`config.mk`:
```
export PLATFORM = sky130hd
export DESIGN_NAME = lgd_out_buf
export DESIGN_NICKNAME = d
export VERILOG_FILES = /design/src/hdl/lgd_pkg.sv /design/src/hdl/lgd_out_buf.sv
export SDC_FILE = /design/constraint.sdc
export NUM_CORES = 1
export LEC_CHECK = 0
export BUFFER_PORTS_ARGS = -buffer_cell sky130_fd_sc_hd__buf_2
export CORE_MARGIN = 2
export CORE_UTILIZATION = 45
export CTS_CLUSTER_DIAMETER = 120
export CTS_CLUSTER_SIZE = 12
export DETAILED_ROUTE_END_ITERATION = 7
export GPL_ROUTABILITY_DRIVEN = 0
export SYNTH_ARGS = -nofsm -noshare
export SYNTH_HDL_FRONTEND = slang
export SYNTH_SLANG_ARGS = --single-unit
```
`constraint.sdc`:
```
create_clock -name clk -period 2.24 [get_ports clk]
set_input_delay 0.448 -clock clk [delete_from_list [all_inputs] [get_ports clk]]
set_output_delay 0.448 -clock clk [all_outputs]
set_load 0.01 [all_outputs]
```
`src/hdl/lgd_pkg.sv`:
```
// Shared codes, constants, types and helper functions of the LED gamma dither renderer.
package lgd_pkg;

	// item modes
	localparam logic [1:0] MODE_RENDER = 2'd0;
	localparam logic [1:0] MODE_LOAD   = 2'd1;
	localparam logic [1:0] MODE_CLEAR  = 2'd2;

	// gamma table select
	localparam logic [1:0] SEL_RED   = 2'd0;
	localparam logic [1:0] SEL_GREEN = 2'd1;
	localparam logic [1:0] SEL_BLUE  = 2'd2;

	// configuration register indexes
	localparam logic [1:0] REG_RGBW   = 2'd0;
	localparam logic [1:0] REG_DITHER = 2'd1;
	localparam logic [1:0] REG_SEED   = 2'd2;

	// channel numbers in the order noise is drawn
	localparam logic [1:0] CH_RED   = 2'd0;
	localparam logic [1:0] CH_GREEN = 2'd1;
	localparam logic [1:0] CH_BLUE  = 2'd2;
	localparam logic [1:0] CH_WHITE = 2'd3;

	// channel tags in the order bytes leave the block
	localparam logic [1:0] TAG_BLUE  = 2'd0;
	localparam logic [1:0] TAG_RED   = 2'd1;
	localparam logic [1:0] TAG_GREEN = 2'd2;
	localparam logic [1:0] TAG_WHITE = 2'd3;

	localparam logic [31:0] SEED_DEFAULT = 32'd2463534242;
	localparam logic [15:0] MID_LOW      = 16'd256;
	localparam logic [15:0] MID_HIGH     = 16'd65279;
	localparam logic [31:0] FULL_SCALE   = 32'(255 << 8);
	localparam logic [31:0] ACC_MAX      = 32'h7FFF_FFFF;
	localparam logic [16:0] NOISE_BIAS   = 17'd64;
	localparam logic [23:0] Q_TOP        = 24'd255;

	// result slots in the output buffer
	localparam int SLOTS = 3;
	localparam logic [1:0] SLOT_LAST = 2'(SLOTS - 1);

	typedef logic [1:0] slot_t;

	// one channel of one item, sequencer to dither pipe
	typedef struct packed {
		logic        valid;
		logic        clear;
		logic        dither;
		logic [1:0]  ch;
		logic [15:0] value;
		slot_t       slot;
		logic        last;
	} chan_req_t;

	// one finished byte, dither pipe to output buffer
	typedef struct packed {
		logic       valid;
		slot_t      slot;
		logic [1:0] tag;
		logic [7:0] data;
		logic       last;
	} byte_wr_t;

	// claim of a result slot for a render item
	typedef struct packed {
		logic  valid;
		slot_t slot;
		logic  four;
	} slot_alloc_t;

	// one xorshift32 step
	function automatic logic [31:0] xs_step(input logic [31:0] s);
		logic [31:0] t;
		t = s ^ (s << 13);
		t = t ^ (t >> 17);
		t = t ^ (t << 5);
		return t;
	endfunction

	// map a channel number to its output tag
	function automatic logic [1:0] chan_tag(input logic [1:0] ch);
		logic [1:0] tag;
		unique case (ch)
			CH_RED:   tag = TAG_RED;
			CH_GREEN: tag = TAG_GREEN;
			CH_BLUE:  tag = TAG_BLUE;
			CH_WHITE: tag = TAG_WHITE;
		endcase
		return tag;
	endfunction

	// advance a slot pointer around the ring
	function automatic slot_t slot_next(input slot_t s);
		return (s == SLOT_LAST) ? slot_t'(0) : slot_t'(s + 2'd1);
	endfunction

endpackage

```
`src/hdl/lgd_out_buf.sv`:
```
// Three-slot result buffer that collects each pixel's bytes and sends them in link order.
module lgd_out_buf (
	input  logic                 clk,
	input  logic                 arst_n,
	input  lgd_pkg::slot_alloc_t alloc,
	output logic                 alloc_ok,
	output lgd_pkg::slot_t       alloc_slot,
	input  lgd_pkg::byte_wr_t    wr,
	output logic                 byte_valid,
	input  logic                 byte_stall,
	output logic [7:0]           out_byte,
	output logic [1:0]           channel_tag,
	output logic                 last_of_pixel
);
	import lgd_pkg::*;

	logic [SLOTS-1:0] busy_q;
	logic [SLOTS-1:0] full_q;
	logic [SLOTS-1:0] busy_d;
	logic [SLOTS-1:0] full_d;
	logic [SLOTS-1:0] four_q;
	logic [7:0]       data_q [SLOTS][4];
	slot_t            wp_q;
	slot_t            rp_q;
	logic [1:0]       emit_q;
	logic             emit_last;
	logic             take;

	assign alloc_ok   = !busy_q[wp_q];
	assign alloc_slot = wp_q;

	assign emit_last = emit_q == (four_q[rp_q] ? TAG_WHITE : TAG_GREEN);
	assign take      = full_q[rp_q] && !byte_stall;

	// claim, fill and release slot flags
	always_comb begin
		busy_d = busy_q;
		full_d = full_q;
		if (alloc.valid) begin
			busy_d[alloc.slot] = 1'b1;
		end
		if (wr.valid && wr.last) begin
			full_d[wr.slot] = 1'b1;
		end
		if (take && emit_last) begin
			busy_d[rp_q] = 1'b0;
			full_d[rp_q] = 1'b0;
		end
	end

	// advance the pointers and the byte counter
	always_ff @(posedge clk or negedge arst_n) begin
		if (!arst_n) begin
			busy_q <= '0;
			full_q <= '0;
			wp_q   <= '0;
			rp_q   <= '0;
			emit_q <= '0;
		end else begin
			busy_q <= busy_d;
			full_q <= full_d;
			if (alloc.valid) begin
				wp_q <= slot_next(wp_q);
			end
			if (take) begin
				if (emit_last) begin
					rp_q   <= slot_next(rp_q);
					emit_q <= '0;
				end else begin
					emit_q <= emit_q + 2'd1;
				end
			end
		end
	end

	// store the pixel width and the bytes
	always_ff @(posedge clk) begin
		if (alloc.valid) begin
			four_q[alloc.slot] <= alloc.four;
		end
		if (wr.valid) begin
			data_q[wr.slot][wr.tag] <= wr.data;
		end
	end

	assign byte_valid    = full_q[rp_q];
	assign out_byte      = data_q[rp_q][emit_q];
	assign channel_tag   = emit_q;
	assign last_of_pixel = emit_last;

endmodule

```
==> impl_results.md <==
- Vert. Die Dim: 104.7 um
- Share of the synthesized area in the top cell type: 65.13%
- Final Skew: 2.960 ps
- CP Class: flop to output pin
- Placed inst area: 5097 um2
- Total CTS buffers: 9
- Port bufs: 35
- Max Cap Viol: 0
- # clock sinks: 111
- Final WS setup: -153.3 ps
- Final slew viol count: 0
- Post-synth EDFFs: 99
- Crit end category: output pin
- Synth top area cells: edfxtp_1 (65%), mux2i_1 (7.9%), dfrtp_1 (6.6%)
- WL final: 9.511 mm
- Commonest non-fill, non-tap cell in the layout: edfxtp_1
- DR WL/cell: 18.91 um
- Critical Path RT: 1790 ps
- Hold Crit Class: input port to flop
- CTS tree: built
- Largest net degree at the start of global routing: 38
- Cell count after synthesis: 300
- 1st-pass router iterations: 4
- Synthesized area: 4564 um2
- Share of cells above drive strength 1: 27.57%
- Vias: 2613
- Design area: 5358 um2
- Starting Density: 46.48%
- Yosys warning count: 0
- Ant diodes: 0
- Pleak: 2.015 nW
- Fin Setup TNS: -1213 ps
- Leading cell types in the layout, fill and taps excluded: edfxtp_1 (99), mux2i_1 (33), nand2_1 (33)
- Max Clk Rate: 0.4178 GHz
- CTS Buffer Depth: 2
- Global route overflow: 0
- # setup viols final: 9
- PwrDens: 1083 nW/um2
- Mean Syn Cell Area: 15.21 um2
- Status: finished, violations left
- Worst-Skew Late Latency: 350 ps
- Fin crit share: 106.8%
- Peak supply drop: 415.2 uV
- Dpl hpwl: 6.582 mm
- Flops & latches, synth: 111
- WP data arrival: 1950 ps
- Slew @ Worst Pin: 493.2 ps
- CP max FO: 11
- Vias in the first global route: 2663
- Root Buffer: clkbuf_8
- Yosys top cell by area: edfxtp_1
- Die Area: 10960 um2
- Dpl ws: 163.0 ps
- Number of library cell types mapped by synthesis: 35
- Die width: 104.7 um
- Clk slew on worst S/H paths: 100 ps
- Util after Layout: 54.56%
- Final Hold Fails: 0
- Post-DRT Antenna Nets: 0
- Ys async rst share: 10.81%
- Sequential area share after synthesis: 71.71%
- Row count: 36
- Via-to-Cell Ratio: 5.195
- RSZ-0062 raised after global routing: yes
- Failing checks: negative setup slack
- Syn nets: 321
- Initial antenna violation count: 0
- R2R setup slack: 370 ps
- H-tree levels: 3
- Max-slew headroom: 66.87%
- Io pins: 36
- # DRC: 0
- Std-Cell Core Area: 9819 um2
- Tmin final: 2393 ps
- First-pass GRT wire length: 14.99 mm
- Post-Place Cells: 482
- Final net count: 386
- First DRT Iteration DRCs: 134
- Non-Filler Instances: 503
- Startpoint types: flop
- Ys flop type: edfxtp_1
- Area grow syn2layout: 17.38%
- Total GRT Usage: 18.56%
## worst paths after layout
kind / from / endpoint / depth (start not counted)
max in group asynchronous: arst_n / rp_q[0] / 2
min in group asynchronous: arst_n / alloc_slot[1] / 2
min reg2reg: busy_q[0] / busy_q[0] / 2
min: alloc[0] / four_q[0] / 1
max reg2reg: rp_q[0] / rp_q[0] / 7
max: rp_q[0] / out_byte[4] / 6
## stage by stage
step | hold WS (ps) | power [mW]
6_report | 294.1 | 5.805
5_1_grt | 276.0 | 6.133
4_1_cts | 282.0 | 5.770
3_5_place_dp | 341.8 | 4.576
3_3_place_gp | 345.9 | 4.555
2_1_floorplan | 152.4 | 3.865
## layout make-up
class	count	area, um2
fill	864	4462
clock inverter	7	53.80
tap	133	166.4
clock buffer	9	123.9
multi-input combinational	167	1197
timing repair buffer	69	514.2
sequential	111	3276
inverter	7	26.28
## flip-flops by register name (all words and copies together) (netlist names)
name and cells:
busy_q 3, rp_q 2, four_q 3, alloc_slot 2, channel_tag 2, data_q 96, full_q 3
## worst max-delay path: stages (launching register included)
cell and delay [ps]:
dfrtp_2 460, buf_12 160, buf_4 130, mux2i_1 130, o21ai_0 80, mux4_2 480
buf_6 140
## power by group
part | internal (mW) | switching, mW | leakage (nW) | total, mW
sequential | 2.39 | 0.112 | 1.02 | 2.50
clock | 0.420 | 0.683 | 0.0900 | 1.10
combinational | 1.11 | 1.09 | 0.902 | 2.20
total | 3.92 | 1.88 | 2.02 | 5.80
## cells by family after synthesis
logic type | share of synthesized area [%]
AOI/OAI and AO/OA | 5.647
buffers and inverters | 2.302
xor gates and xnor gates | 0.1919
and+or+nand+nor | 7.265
DFF | 71.71
muxes | 12.88
## Yosys cell counts, types with 2 or more instances
| library cell | n |
|---|---|
| nand2_1 | 33 |
| buf_4 | 2 |
| mux2_2 | 3 |
| dfrtp_1 | 12 |
| inv_1 | 7 |
| buf_2 | 5 |
| a21oi_1 | 4 |
| o21ai_0 | 33 |
| mux2i_1 | 36 |
| nor3_1 | 4 |
| clkbuf_1 | 6 |
| mux4_2 | 8 |
| and3b_1 | 2 |
| nand3b_1 | 4 |
| edfxtp_1 | 99 |
| nor2_1 | 20 |
| a31oi_1 | 2 |
| nand2b_1 | 3 |
## metal layers
metal | wire length, um | GRT usage (%) | vias to the layer above | part of all wire, %
met5 | 0 | 0 | - | 0
met4 | 96 | 5.714 | 0 | 1.0
met3 | 516 | 2.682 | 8 | 5.4
met2 | 4582 | 29.65 | 70 | 48
met1 | 4315 | 26.58 | 1283 | 45
li1 | - | - | 1252 | -
## repair_timing
action / 4_1_cts / 5_1_grt
gates cloned: 0 / 0
setup endpoints to repair: 9 / 10
hold buffers: 1 / 0
buffers inserted: 3 / 1
resized for setup: 8 / 8
endpoints found under the hold margin: 12 / 0
Power figures use the tool's default switching activity.
